`src/hdl/ssm_pkg.sv`:
```
package ssm_pkg;

    localparam int unsigned ZONE_COUNT = 4;

    localparam logic [31:0] PERIOD_RESET = 32'd5000;

    // count / 1000 == (count * RECIP_M) >> RECIP_SHIFT for any 32-bit count
    localparam logic [31:0] DIV_K       = 32'd1000;
    localparam logic [28:0] RECIP_M     = 29'd274877907;
    localparam int unsigned RECIP_SHIFT = 38;
    localparam int unsigned QUOT_W      = 23;

    typedef enum logic [1:0] {
        SCR_COUNT = 2'd0,
        SCR_PEAK  = 2'd1,
        SCR_LOW   = 2'd2,
        SCR_OOM   = 2'd3
    } t_screen;

    typedef logic [0:4][2:0]            t_glyph;
    typedef logic [7:0][11:0]           t_rows;
    typedef logic [ZONE_COUNT-1:0][2:0] t_heights;

    typedef struct packed {
        logic [3:0] hund;
        logic [3:0] tens;
        logic [3:0] ones;
    } t_digits;

    localparam t_glyph DIGIT_FONT [10] = '{
        {3'd7, 3'd5, 3'd5, 3'd5, 3'd7}, {3'd2, 3'd6, 3'd2, 3'd2, 3'd7},
        {3'd7, 3'd1, 3'd7, 3'd4, 3'd7}, {3'd7, 3'd1, 3'd7, 3'd1, 3'd7},
        {3'd5, 3'd5, 3'd7, 3'd1, 3'd1}, {3'd7, 3'd4, 3'd7, 3'd1, 3'd7},
        {3'd7, 3'd4, 3'd7, 3'd5, 3'd7}, {3'd7, 3'd1, 3'd1, 3'd1, 3'd1},
        {3'd7, 3'd5, 3'd7, 3'd5, 3'd7}, {3'd7, 3'd5, 3'd7, 3'd1, 3'd7}
    };
    localparam t_glyph FONT_H = {3'd5, 3'd5, 3'd7, 3'd5, 3'd5};
    localparam t_glyph FONT_L = {3'd4, 3'd4, 3'd4, 3'd4, 3'd7};
    localparam t_glyph FONT_O = {3'd7, 3'd5, 3'd5, 3'd5, 3'd7};
    localparam t_glyph FONT_M = {3'd5, 3'd7, 3'd7, 3'd5, 3'd5};

    // floor(level * 5 / 254) as thresholds
    function automatic logic [2:0] bar_height(input logic [7:0] lv);
        logic [2:0] h;
        if (lv >= 8'd254) h = 3'd5;
        else if (lv >= 8'd204) h = 3'd4;
        else if (lv >= 8'd153) h = 3'd3;
        else if (lv >= 8'd102) h = 3'd2;
        else if (lv >= 8'd51) h = 3'd1;
        else h = 3'd0;
        return h;
    endfunction

    function automatic t_screen next_screen(input t_screen s);
        t_screen n;
        case (s)
            SCR_COUNT: n = SCR_PEAK;
            SCR_PEAK:  n = SCR_LOW;
            SCR_LOW:   n = SCR_COUNT;
            default:   n = SCR_PEAK;
        endcase
        return n;
    endfunction

    function automatic t_glyph digit_glyph(input logic [3:0] d);
        t_glyph g;
        if (d < 4'd10) g = DIGIT_FONT[d];
        else g = '0;
        return g;
    endfunction

    // glyph bit 2 lands on the leftmost column x0, top row is matrix row 1
    function automatic t_rows put_glyph(input t_rows rows, input int unsigned x0,
                                        input t_glyph g);
        t_rows t;
        t = rows;
        for (int r = 0; r < 5; r++) begin
            for (int c = 0; c < 3; c++) begin
                if (g[r][2-c]) t[1+r][x0+c] = 1'b1;
            end
        end
        return t;
    endfunction

    function automatic t_rows render(input t_screen scr, input t_digits dg,
                                     input logic big, input t_heights hts);
        t_rows rows;
        rows = '0;
        case (scr)
            SCR_COUNT: begin
                rows = put_glyph(rows, 0, digit_glyph(dg.hund));
                rows = put_glyph(rows, 4, digit_glyph(dg.tens));
                rows = put_glyph(rows, 8, digit_glyph(dg.ones));
                rows[0][11] = big;
            end
            SCR_PEAK, SCR_LOW: begin
                rows = put_glyph(rows, 0, (scr == SCR_PEAK) ? FONT_H : FONT_L);
                for (int z = 0; z < ZONE_COUNT; z++) begin
                    for (int r = 1; r < 6; r++) begin
                        if (r >= 6 - int'(hts[z])) rows[r][4+2*z] = 1'b1;
                    end
                end
            end
            SCR_OOM: begin
                rows = put_glyph(rows, 0, FONT_O);
                rows = put_glyph(rows, 4, FONT_O);
                rows = put_glyph(rows, 8, FONT_M);
            end
            default: begin
                rows = '0;
            end
        endcase
        return rows;
    endfunction

endpackage

```
`src/hdl/ssm_if.sv`:
```
interface ssm_req_if;
    logic        valid;
    logic        ready;
    logic [31:0] now_ms;
    logic [31:0] sample_count;
    logic [7:0]  max_level_0;
    logic [7:0]  max_level_1;
    logic [7:0]  max_level_2;
    logic [7:0]  max_level_3;
    logic [7:0]  min_level_0;
    logic [7:0]  min_level_1;
    logic [7:0]  min_level_2;
    logic [7:0]  min_level_3;
    logic        out_of_memory;

    modport source (
        output valid, now_ms, sample_count,
        output max_level_0, max_level_1, max_level_2, max_level_3,
        output min_level_0, min_level_1, min_level_2, min_level_3,
        output out_of_memory,
        input  ready
    );
    modport sink (
        input  valid, now_ms, sample_count,
        input  max_level_0, max_level_1, max_level_2, max_level_3,
        input  min_level_0, min_level_1, min_level_2, min_level_3,
        input  out_of_memory,
        output ready
    );
endinterface

interface ssm_frame_if;
    logic        valid;
    logic        ready;
    logic [11:0] row_0;
    logic [11:0] row_1;
    logic [11:0] row_2;
    logic [11:0] row_3;
    logic [11:0] row_4;
    logic [11:0] row_5;
    logic [11:0] row_6;
    logic [11:0] row_7;
    logic [1:0]  screen_shown;

    modport source (
        output valid, row_0, row_1, row_2, row_3, row_4, row_5, row_6, row_7,
        output screen_shown,
        input  ready
    );
    modport sink (
        input  valid, row_0, row_1, row_2, row_3, row_4, row_5, row_6, row_7,
        input  screen_shown,
        output ready
    );
endinterface

```
`src/hdl/ssm_rotator.sv`:
```
module ssm_rotator (
    input  logic             i_clk,
    input  logic             i_rst_n,
    input  logic             i_cfg_we,
    input  logic [31:0]      i_cfg_wdata,
    input  logic             i_step,
    input  logic [31:0]      i_now_ms,
    input  logic             i_oom,
    output ssm_pkg::t_screen o_screen
);
    import ssm_pkg::*;

    t_screen     r_cur, n_cur;
    logic [31:0] r_last, n_last;
    logic [31:0] r_period;
    logic [31:0] w_diff;
    logic        w_swap;
    t_screen     w_live;

    always_comb begin
        w_diff = i_now_ms - r_last;
        w_swap = !i_oom && (w_diff >= r_period);
        w_live = w_swap ? next_screen(r_cur) : r_cur;
        n_cur  = r_cur;
        n_last = r_last;
        if (i_step && w_swap) begin
            n_cur  = w_live;
            n_last = i_now_ms;
        end
        // stray state 3 draws as the low bars, or as the peak bars when it swaps
        if (i_oom) begin
            o_screen = SCR_OOM;
        end else if (w_live == SCR_OOM) begin
            o_screen = SCR_LOW;
        end else begin
            o_screen = w_live;
        end
    end

    always_ff @(posedge i_clk) begin
        if (!i_rst_n) begin
            r_cur    <= SCR_COUNT;
            r_last   <= '0;
            r_period <= PERIOD_RESET;
        end else begin
            r_cur  <= n_cur;
            r_last <= n_last;
            if (i_cfg_we) begin
                r_period <= i_cfg_wdata;
            end
        end
    end

    a_no_oom_state: assert property (@(posedge i_clk) disable iff (!i_rst_n)
        r_cur != SCR_OOM)
        else $error("rotation state reached the OOM code");

    a_oom_freeze: assert property (@(posedge i_clk) disable iff (!i_rst_n)
        (i_step && i_oom) |=> (r_cur == $past(r_cur) && r_last == $past(r_last)))
        else $error("rotation moved during an OOM request");

    a_swap_stamp: assert property (@(posedge i_clk) disable iff (!i_rst_n)
        (i_step && w_swap) |=> (r_last == $past(i_now_ms)))
        else $error("swap time not taken from the request");

endmodule

```
`src/hdl/ssm_digits.sv`:
```
module ssm_digits (
    input  logic             i_clk,
    input  logic             i_en_quot,
    input  logic [31:0]      i_count,
    input  logic             i_en_rem,
    output ssm_pkg::t_digits o_digits
);
    import ssm_pkg::*;

    logic [60:0]       w_prod;
    logic [QUOT_W-1:0] r_quot;
    logic [31:0]       r_count;
    logic [31:0]       w_back;
    logic [31:0]       w_diff;
    logic [9:0]        r_rem;
    logic [6:0]        w_rem100;
    logic [6:0]        w_rem10;

    // stage 1: quotient by reciprocal multiply
    assign w_prod = 61'(i_count) * 61'(RECIP_M);

    always_ff @(posedge i_clk) begin
        if (i_en_quot) begin
            r_quot  <= w_prod[RECIP_SHIFT +: QUOT_W];
            r_count <= i_count;
        end
    end

    // stage 2: remainder, always below 1000
    assign w_back = 32'(r_quot) * DIV_K;
    assign w_diff = r_count - w_back;

    always_ff @(posedge i_clk) begin
        if (i_en_rem) begin
            r_rem <= w_diff[9:0];
        end
    end

    // decimal split by threshold compares
    always_comb begin
        o_digits.hund = '0;
        w_rem100      = r_rem[6:0];
        for (int k = 1; k < 10; k++) begin
            if (r_rem >= 10'(100 * k)) begin
                o_digits.hund = 4'(k);
                w_rem100      = 7'(r_rem - 10'(100 * k));
            end
        end
        o_digits.tens = '0;
        w_rem10       = w_rem100;
        for (int k = 1; k < 10; k++) begin
            if (w_rem100 >= 7'(10 * k)) begin
                o_digits.tens = 4'(k);
                w_rem10       = w_rem100 - 7'(10 * k);
            end
        end
        o_digits.ones = w_rem10[3:0];
    end

endmodule

```
`src/hdl/stats_screen_matrix_renderer_top.sv`:
```
// Statistics screen renderer for a 12x8 LED matrix.
//
// i_req (sink): one render request per transfer: time stamp, sample count,
//   four peak and four low levels, out-of-memory flag.
// o_frame (source): one frame per request, rows 0..7 (bit x = column x)
//   and the screen code (0 count, 1 peak bars, 2 low bars, 3 OOM).
// i_cfg_we / i_cfg_wdata: screen period in ms, written while idle.
//
// Pipeline: a request lands in the input reg, then passes the reciprocal
//   multiply, remainder and frame reg stages before its frame is valid.
// Throughput: one request per cycle; the four-stage pipeline advances
//   whenever the frame register is empty or being taken, so a stalled
//   receiver only fills the empty stages before i_req.ready drops.
// Screen rotation is decided as a request leaves the input register, so
//   frames follow the request order exactly.
// Reset (synchronous, active low) empties the pipeline, returns to the
//   count screen with swap time 0, and sets the period to 5000 ms.
module stats_screen_matrix_renderer_top (
    input  logic        i_clk,
    input  logic        i_rst_n,
    input  logic        i_cfg_we,
    input  logic [31:0] i_cfg_wdata,
    ssm_req_if.sink     i_req,
    ssm_frame_if.source o_frame
);
    import ssm_pkg::*;

    // handshake / stage advance
    logic adv_a, adv_b, adv_c, adv_d;

    // stage A: request register
    logic        r_a_v;
    logic [31:0] r_a_now;
    logic [31:0] r_a_count;
    logic [3:0][7:0] r_a_max;
    logic [3:0][7:0] r_a_min;
    logic        r_a_oom;

    // stage B/C: screen, bar heights, overflow pixel
    logic     r_b_v, r_c_v;
    t_screen  r_b_screen, r_c_screen;
    t_heights r_b_h, r_c_h;
    logic     r_b_big, r_c_big;

    // stage D: output frame
    logic     r_d_v;
    t_rows    r_d_rows;
    t_screen  r_d_screen;

    t_screen  w_screen;
    t_heights w_h;
    t_digits  w_digits;

    assign adv_d = !r_d_v || o_frame.ready;
    assign adv_c = !r_c_v || adv_d;
    assign adv_b = !r_b_v || adv_c;
    assign adv_a = !r_a_v || adv_b;
    assign i_req.ready = adv_a;

    always_ff @(posedge i_clk) begin
        if (!i_rst_n) begin
            r_a_v <= 1'b0;
            r_b_v <= 1'b0;
            r_c_v <= 1'b0;
            r_d_v <= 1'b0;
        end else begin
            if (adv_a) r_a_v <= i_req.valid;
            if (adv_b) r_b_v <= r_a_v;
            if (adv_c) r_c_v <= r_b_v;
            if (adv_d) r_d_v <= r_c_v;
        end
    end

    always_ff @(posedge i_clk) begin
        if (adv_a) begin
            r_a_now    <= i_req.now_ms;
            r_a_count  <= i_req.sample_count;
            r_a_max[0] <= i_req.max_level_0;
            r_a_max[1] <= i_req.max_level_1;
            r_a_max[2] <= i_req.max_level_2;
            r_a_max[3] <= i_req.max_level_3;
            r_a_min[0] <= i_req.min_level_0;
            r_a_min[1] <= i_req.min_level_1;
            r_a_min[2] <= i_req.min_level_2;
            r_a_min[3] <= i_req.min_level_3;
            r_a_oom    <= i_req.out_of_memory;
        end
    end

    // rotation state steps once per request, in order
    ssm_rotator u_rotator (
        .i_clk       (i_clk),
        .i_rst_n     (i_rst_n),
        .i_cfg_we    (i_cfg_we),
        .i_cfg_wdata (i_cfg_wdata),
        .i_step      (adv_b && r_a_v),
        .i_now_ms    (r_a_now),
        .i_oom       (r_a_oom),
        .o_screen    (w_screen)
    );

    // bar heights of the zone set the screen shows
    always_comb begin
        for (int z = 0; z < ZONE_COUNT; z++) begin
            w_h[z] = bar_height((w_screen == SCR_PEAK) ? r_a_max[z] : r_a_min[z]);
        end
    end

    ssm_digits u_digits (
        .i_clk     (i_clk),
        .i_en_quot (adv_b),
        .i_count   (r_a_count),
        .i_en_rem  (adv_c),
        .o_digits  (w_digits)
    );

    always_ff @(posedge i_clk) begin
        if (adv_b) begin
            r_b_screen <= w_screen;
            r_b_h      <= w_h;
            r_b_big    <= (r_a_count >= DIV_K);
        end
        if (adv_c) begin
            r_c_screen <= r_b_screen;
            r_c_h      <= r_b_h;
            r_c_big    <= r_b_big;
        end
        if (adv_d) begin
            r_d_screen <= r_c_screen;
            r_d_rows   <= render(r_c_screen, w_digits, r_c_big, r_c_h);
        end
    end

    assign o_frame.valid        = r_d_v;
    assign o_frame.row_0        = r_d_rows[0];
    assign o_frame.row_1        = r_d_rows[1];
    assign o_frame.row_2        = r_d_rows[2];
    assign o_frame.row_3        = r_d_rows[3];
    assign o_frame.row_4        = r_d_rows[4];
    assign o_frame.row_5        = r_d_rows[5];
    assign o_frame.row_6        = r_d_rows[6];
    assign o_frame.row_7        = r_d_rows[7];
    assign o_frame.screen_shown = r_d_screen;

endmodule

```
`src/flat_wrapper.sv`:
```
// flat-port wrapper written by rule: the top's interface ports become plain ports
module stats_screen_matrix_renderer_top_flat import ssm_pkg::*;
  (i_clk, i_rst_n, i_cfg_we, i_cfg_wdata, i_req_valid, i_req_now_ms, i_req_sample_count, i_req_max_level_0, i_req_max_level_1, i_req_max_level_2, i_req_max_level_3, i_req_min_level_0, i_req_min_level_1, i_req_min_level_2, i_req_min_level_3, i_req_out_of_memory, i_req_ready, o_frame_valid, o_frame_row_0, o_frame_row_1, o_frame_row_2, o_frame_row_3, o_frame_row_4, o_frame_row_5, o_frame_row_6, o_frame_row_7, o_frame_screen_shown, o_frame_ready);
  ssm_req_if i_req_i ();
  ssm_frame_if o_frame_i ();
  input  logic i_clk;
  input  logic i_rst_n;
  input  logic i_cfg_we;
  input  logic [31:0] i_cfg_wdata;
  input wire logic [$bits(i_req_i.valid)-1:0] i_req_valid;
  input wire logic [$bits(i_req_i.now_ms)-1:0] i_req_now_ms;
  input wire logic [$bits(i_req_i.sample_count)-1:0] i_req_sample_count;
  input wire logic [$bits(i_req_i.max_level_0)-1:0] i_req_max_level_0;
  input wire logic [$bits(i_req_i.max_level_1)-1:0] i_req_max_level_1;
  input wire logic [$bits(i_req_i.max_level_2)-1:0] i_req_max_level_2;
  input wire logic [$bits(i_req_i.max_level_3)-1:0] i_req_max_level_3;
  input wire logic [$bits(i_req_i.min_level_0)-1:0] i_req_min_level_0;
  input wire logic [$bits(i_req_i.min_level_1)-1:0] i_req_min_level_1;
  input wire logic [$bits(i_req_i.min_level_2)-1:0] i_req_min_level_2;
  input wire logic [$bits(i_req_i.min_level_3)-1:0] i_req_min_level_3;
  input wire logic [$bits(i_req_i.out_of_memory)-1:0] i_req_out_of_memory;
  output wire logic [$bits(i_req_i.ready)-1:0] i_req_ready;
  output wire logic [$bits(o_frame_i.valid)-1:0] o_frame_valid;
  output wire logic [$bits(o_frame_i.row_0)-1:0] o_frame_row_0;
  output wire logic [$bits(o_frame_i.row_1)-1:0] o_frame_row_1;
  output wire logic [$bits(o_frame_i.row_2)-1:0] o_frame_row_2;
  output wire logic [$bits(o_frame_i.row_3)-1:0] o_frame_row_3;
  output wire logic [$bits(o_frame_i.row_4)-1:0] o_frame_row_4;
  output wire logic [$bits(o_frame_i.row_5)-1:0] o_frame_row_5;
  output wire logic [$bits(o_frame_i.row_6)-1:0] o_frame_row_6;
  output wire logic [$bits(o_frame_i.row_7)-1:0] o_frame_row_7;
  output wire logic [$bits(o_frame_i.screen_shown)-1:0] o_frame_screen_shown;
  input wire logic [$bits(o_frame_i.ready)-1:0] o_frame_ready;
  assign i_req_i.valid = i_req_valid;
  assign i_req_i.now_ms = i_req_now_ms;
  assign i_req_i.sample_count = i_req_sample_count;
  assign i_req_i.max_level_0 = i_req_max_level_0;
  assign i_req_i.max_level_1 = i_req_max_level_1;
  assign i_req_i.max_level_2 = i_req_max_level_2;
  assign i_req_i.max_level_3 = i_req_max_level_3;
  assign i_req_i.min_level_0 = i_req_min_level_0;
  assign i_req_i.min_level_1 = i_req_min_level_1;
  assign i_req_i.min_level_2 = i_req_min_level_2;
  assign i_req_i.min_level_3 = i_req_min_level_3;
  assign i_req_i.out_of_memory = i_req_out_of_memory;
  assign i_req_ready = i_req_i.ready;
  assign o_frame_valid = o_frame_i.valid;
  assign o_frame_row_0 = o_frame_i.row_0;
  assign o_frame_row_1 = o_frame_i.row_1;
  assign o_frame_row_2 = o_frame_i.row_2;
  assign o_frame_row_3 = o_frame_i.row_3;
  assign o_frame_row_4 = o_frame_i.row_4;
  assign o_frame_row_5 = o_frame_i.row_5;
  assign o_frame_row_6 = o_frame_i.row_6;
  assign o_frame_row_7 = o_frame_i.row_7;
  assign o_frame_screen_shown = o_frame_i.screen_shown;
  assign o_frame_i.ready = o_frame_ready;
  stats_screen_matrix_renderer_top u_core (.i_clk(i_clk), .i_rst_n(i_rst_n), .i_cfg_we(i_cfg_we), .i_cfg_wdata(i_cfg_wdata), .i_req(i_req_i), .o_frame(o_frame_i));
endmodule
```
`config.mk`:
```
export PLATFORM = sky130hd
export DESIGN_NAME = stats_screen_matrix_renderer_top_flat
export DESIGN_NICKNAME = d
export VERILOG_FILES = /design/src/hdl/ssm_pkg.sv /design/src/hdl/ssm_if.sv /design/src/hdl/ssm_rotator.sv /design/src/hdl/ssm_digits.sv /design/src/hdl/stats_screen_matrix_renderer_top.sv /design/src/flat_wrapper.sv
export SDC_FILE = /design/constraint.sdc
export NUM_CORES = 1
export LEC_CHECK = 0
export BUFFER_PORTS_ARGS = -buffer_cell sky130_fd_sc_hd__buf_2
export CAP_MARGIN = 10
export CORE_MARGIN = 2
export CORE_UTILIZATION = 45
export CTS_BUF_LIST = sky130_fd_sc_hd__clkbuf_2 sky130_fd_sc_hd__clkbuf_4 sky130_fd_sc_hd__clkbuf_8
export CTS_CLUSTER_SIZE = 30
export DETAILED_ROUTE_END_ITERATION = 6
export PLACE_DENSITY = 0.67
export SLEW_MARGIN = 20
export SYNTH_ARGS = -nofsm -noshare
export SYNTH_HDL_FRONTEND = slang
export SYNTH_SLANG_ARGS = --single-unit
export TNS_END_PERCENT = 100
```
`constraint.sdc`:
```
create_clock -name i_clk -period 20.4 [get_ports i_clk]
set_input_delay 4.08 -clock i_clk [delete_from_list [all_inputs] [get_ports i_clk]]
set_output_delay 4.08 -clock i_clk [all_outputs]
set_load 0.1 [all_outputs]
```
* Word-level counts from Yosys, hierarchy flattened
Memory sizes are Yosys's and may differ from the RTL's. Index checks and enable logic that the tools add are counted.
Operators by class: add/subtract/negate cells 24, eq/ne operators 7, reduce and logical (&&, ||, !) cells 18, bitwise gates (word level) 3, muxes and demuxes 157, multipliers 2, $lt $le $gt $ge 66
Operators by type and width (number):
- 96-bit one-hot mux with 3 select lines | 1
- 3-bit by 32-bit greater-or-equal comparator with 1-bit output (first input constant) | 8
- 4-bit by 32-bit greater-or-equal comparator with 1-bit output (first input constant) | 8
- 15-bit two-way mux | 15
- 2-bit by 32-bit greater-or-equal comparator with 1-bit output (first input constant) | 4
- 4-bit two-way mux | 25
- 8-bit greater-or-equal comparator (second input constant) | 12
- 1-bit two-way mux | 90
- 7-bit two-way mux | 9
- 32-bit by 29-bit multiplier with 61-bit output (second input constant) | 1
- 10-bit greater-or-equal comparator (second input constant) | 4
- 32-bit by 10-bit greater-or-equal comparator with 1-bit output (second input constant) | 1
- 32-bit greater-or-equal comparator | 1
- 8-bit by 6-bit greater-or-equal comparator with 1-bit output (second input constant) | 4
- 8-bit by 7-bit greater-or-equal comparator with 1-bit output (second input constant) | 4
- 8-bit two-way mux | 4
- 32-bit subtractor | 1
- 10-bit by 9-bit greater-or-equal comparator with 1-bit output (second input constant) | 3
- 7-bit subtractor (second input constant) | 4
- 3-bit two-way mux | 8
- 23-bit by 7-bit multiplier with 7-bit output (second input constant) | 1
- 7-bit by 6-bit greater-or-equal comparator with 1-bit output (second input constant) | 3
- 7-bit greater-or-equal comparator (second input constant) | 3
- 7-bit by 6-bit subtractor with 7-bit output (second input constant) | 3
- other kinds (25) | 60
Storage, ports and cells: bits of input ports 166, memories 3, bits in registers 370, ROM bits 720, output and inout port bits 100, logic and storage cells 326
Memory list:
- (no name shown) | depth 16, bits a word 15, read ports 1, clocked after memory_dff 0, write ports 0, line ssm_pkg.sv:67 | if (d < 4'd10) g = DIGIT_FONT[d];
- (no name shown) | depth 16, bits a word 15, read ports 1, clocked after memory_dff 0, write ports 0, line ssm_pkg.sv:67
- (no name shown) | depth 16, bits a word 15, read ports 1, clocked after memory_dff 0, write ports 0, line ssm_pkg.sv:67

* Longest topological paths before layout
word-level depth 29, depth in mapped cells 30, depth with buffers taken out 29

* By module
Synthesis repeated with hierarchy kept, for this count alone.
Unflattened totals: cell total of the unflattened synthesis 2845, area, all modules 29600.9 µm²
By module, submodules not included:
- ssm_digits | instances 1, cells an instance 1507, area each 15014.4 µm², seq. area each 810.8 µm²
- stats_screen_matrix_renderer_top | instances 1, cells an instance 643, area each 9024.9 µm², seq. area each 6206.0 µm²
- ssm_rotator | instances 1, cells an instance 695, area each 5561.6 µm², seq. area each 1321.3 µm²

* Least setup slack after synthesis
No wires, ideal clock.
path kind input -> output, start point input port o_frame_ready, end point output port i_req_ready, buffers on the path 0, data arrival time 7.692 ns, required time 16.320 ns, path slack 8.628 ns, stages 3, path through nor2b_1 > and3_1 > nand2_1
On the way: longest elaborated chain between the ends 4
Ends and longest elaborated chain:
- start, declared | line flat_wrapper.sv:33 | input wire logic [$bits(o_frame_i.ready)-1:0] o_frame_ready;
- 1-bit logical OR | line stats_screen_matrix_renderer_top.sv:54 | assign adv_d = !r_d_v || o_frame.ready;
- 1-bit logical OR | line stats_screen_matrix_renderer_top.sv:55 | assign adv_c = !r_c_v || adv_d;
- 1-bit logical OR | line stats_screen_matrix_renderer_top.sv:56 | assign adv_b = !r_b_v || adv_c;
- 1-bit logical OR | line stats_screen_matrix_renderer_top.sv:57 | assign adv_a = !r_a_v || adv_b;
- end, declared | line flat_wrapper.sv:22 | output wire logic [$bits(i_req_i.ready)-1:0] i_req_ready;
No other way between the ends.

* Worst setup path in the final report
Ends and elaborated chain as after synthesis.

==> run_results.csv <==
group,metric,value,unit
clock_tree,tritoncts_num_sinks,301,
place,routabilityCongestion,0.9111,
synth,synth.cell_area,29310,um^2
place,dp_worst_setup_slack,10770,ps
grt,first_global_vias,19846,
clock_tree,cts_hold_repair.buffers,0,
synth,synth_fa_ha_area_share,38.67,%
setup_path,ff2ff_path_depth,24,
setup_path,critical_path.endpoint_type,"output pin",
grt,grt_pass1_wl,103600,um
clock_tree,clock_tree.root_cell,"sky130_fd_sc_hd__clkbuf_8",
clock_tree,h-tree-depth,2,
setup_path,timing.rr.start,"u_core.r_a_count[14]",
setup_path,critical_path_data_arrival_time,5550,ps
sta,fmax,103.9,MHz
die,initial_core_util,45.46,%
synth,yosysSeqAreaShare,28.45,%
drt,initialDrtViolationCount,1171,
synth,netlist_instances,2770,
synth,synthMuxAreaShare,2.754,%
place,io_buffers,215,
grt,grt_remaining_overflow,0,
sta,finalHoldViolations,0,
clock_tree,clock_tree.buffer_depth,3,
die,core,64460,um^2
grt,grt_start_max_net_pins,71,
sta,rsz_0062_raised_after_global_routing,"false",
sta,final.setup.tns,0,ps
sta,max_slew_margin,26.41,%
layout,final_design_utilization,50.05,%
clock_tree,cts_post_setup_buffers_inserted,0,
die,floorplan.die.width,259.2,um
place,cell_count_post_placement,3801,
synth,synth_enable_flop_cells,231,
drt,num_vias,19398,
drt,detail-route-antenna-nets,0,
sta,finalSetupViolCount,0,
run_status,run_status,"finished, final reports clean",
hold_path,timing.hold.worst.start,"u_core.u_digits.r_count[1]",
drt,drc,0,
setup_path,cp_slowest_cell,"sky130_fd_sc_hd__buf_2",
setup_path,critPathRequiredTime,16320,ps
layout,flow.area_growth_from_synthesis,10.08,%
synth,synth_cell_types,103,
setup_path,critPathLaunchType,"primary input",
setup_path,worstReg2RegEnd,"u_core.u_digits.r_quot[6]",
drt,avgViaCountPerCell,4.976,
clock_tree,cts_buffers,52,
drt,wl_per_cell,16.37,um
synth,ys_warn_count,0,
synth,top_area_cell_type_share_of_the_netlist_area,23.67,%
synth,syn_avg_cell_area,10.58,um^2
clock_tree,clkLatencyLatePin,660,ps
die,die_h,259.2,um
sta,timing.final.crit_share,47.20,%
synth,synthArstFlopShare,0,%
synth,synth_top_cells_by_area,"sky130_fd_sc_hd__edfxtp_1 (24%), sky130_fd_sc_hd__ha_1 (19%), sky130_fd_sc_hd__fa_1 (19%)",
setup_path,r2r_slack,12860,ps
clock_tree,cts-resized-gates,0,
synth,yosys.cell_count.top_type,"sky130_fd_sc_hd__inv_1",
job,max_cap_viol_count,0,
synth,post_synth_xor_area_fraction,2.241,%
hold_path,whs_endpoint,"u_core.u_digits.r_rem[1]",
setup_path,crit_path_frequent_cell,"sky130_fd_sc_hd__buf_2",
synth,largest_family_of_logic_cells_by_synthesized_area,"adder cells",
drt,detail_route.first_pass.iterations,5,
grt,antenna_found_initial,1,
die,rows,93,
sta,setup_slack,10770,ps
clock_tree,tritoncts,"yes",
sta,period_minus_slack,9629,ps
setup_path,crit_chain,"buf_2 -> nor2b_1 -> and3_1 -> nand2_4 -> buf_2",
hold_path,instance_count_along_the_most_critical_hold_path,0,
place,post-dp-hpwl,49550,um
synth,yosys.area_share.simple,7.394,%
sta,timing_max_transition_violations_final,0,
clock_tree,cts.reportedPaths.clkPinSlew,60,ps
layout,design.final.nets,3902,
synth,post_synth_most_frequent_cells,"sky130_fd_sc_hd__inv_1 (646), sky130_fd_sc_hd__ha_1 (453), sky130_fd_sc_hd__fa_1 (283)",
die,floorplan.die_area,67190,um^2
synth,synth_compound_area_share,9.960,%
synth,postSynth.topFlopCell,"sky130_fd_sc_hd__edfxtp_1",
sta,worst_slew_pin_tran,1100,ps
grt,global_route_usage_over_all_layers,19.50,%
synth,synthDominantAreaCellType,"sky130_fd_sc_hd__edfxtp_1",
layout,fin_cells,3898,
die,num_io_pins,266,
sta,finalClockSkew,67.31,ps
layout,drive_above_1_share,11.67,%
setup_path,slowest_delay,420,ps
hold_path,hp-class,"reg -> reg",
synth,synth-seq-cells,301,
setup_path,critPathMaxFanout,28,
setup_path,criticalPathCategory,"in -> out",
drt,finalWirelength,63810,um
==> critical path: cells and delay by family <==
family	cells	cell delay, ps
and+or+nand+nor	3	900
buffers and inverters	2	520
==> metrics by stage <==
step	cell area [um^2]	hold slack [ps]
floorplan	29490	400.3
global placement	31120	401.0
detailed placement	31120	404.5
CTS	32250	382.5
global route	32260	411.3
finish	32260	392.3
==> placed cells by master, fill, tap and decap left out, drive strengths merged, types with 17 or more instances in the layout <==
cell type    n
a211o       18
a211oi      19
a21o        46
a21oi      102
buf        230
clkbuf      71
clkinv      18
conb        51
dfxtp       70
edfxtp     231
fa         283
ha         453
inv        649
mux2i       78
nand2      100
nand3       35
nand4       24
nor2        64
nor2b       86
nor3        24
o211ai      19
o21ai       72
o31ai       17
xnor2       55
xor2        20
==> final cells by class <==
| class | count | area, um^2 |
|---|---|---|
| Fill cell | 5915 | 32200 |
| Multi-Input combinational cell | 1767 | 18090 |
| Sequential cell | 301 | 8338 |
| Inverter | 648 | 2432 |
| Timing Repair Buffer | 230 | 1191 |
| Tap cell | 855 | 1070 |
| Clock buffer | 71 | 883.3 |
| Clock inverter | 24 | 250.2 |
| Antenna cell | 2 | 5.005 |
==> logic make-up (layout without fill, tap and decap cells) <==
family | count (synthesis) | count (layout)
AOI/OAI and AO/OA | 414 | 414
xor gates and xnor gates | 75 | 75
adders and majority gates | 736 | 736
buffers and inverters | 751 | 973
DFF | 301 | 301
muxes | 80 | 80
other | 2 | 53
and+or+nand+nor | 411 | 411
==> registers in the layout, indices dropped and copies added (netlist names), 10 cells and up <==
signal and cells:
u_core.u_digits.r_count 10, u_core.r_a_max 32, u_core.u_rotator.r_period 32, u_core.u_rotator.r_last 32, u_core.r_a_count 32, u_core.r_a_min 32, u_core.u_digits.r_rem 10, u_core.r_a_now 32
u_core.r_c_h 12, u_core.r_b_h 12
==> per-layer routing <==
layer  wire, um  global-route usage [%]  vias up  part of all wire, %
met4       1540                   5.013        0                  2.4
met3       2569                   2.314       79                  4.0
met5          0                       0        -                    0
li1           -                       -     9581                    -
met1      28800                   26.10     9328                   45
met2      30900                   33.59      410                   48
==> worst max path at each step <==
| stage | from | end | slack, ps | cells past startpoint |
|---|---|---|---|---|
| after floorplan | o_frame_ready | i_req_ready | 8630 | 3 |
| after global placement | o_frame_ready | i_req_ready | 10770 | 5 |
| after detailed placement | o_frame_ready | i_req_ready | 10770 | 5 |
| after CTS | o_frame_ready | i_req_ready | 10770 | 5 |
| after global routing | o_frame_ready | i_req_ready | 10700 | 5 |
| final | o_frame_ready | i_req_ready | 10770 | 5 |
Power is not shown: default switching activity piles up to over one toggle a cycle in this logic, so the estimate is an artifact.
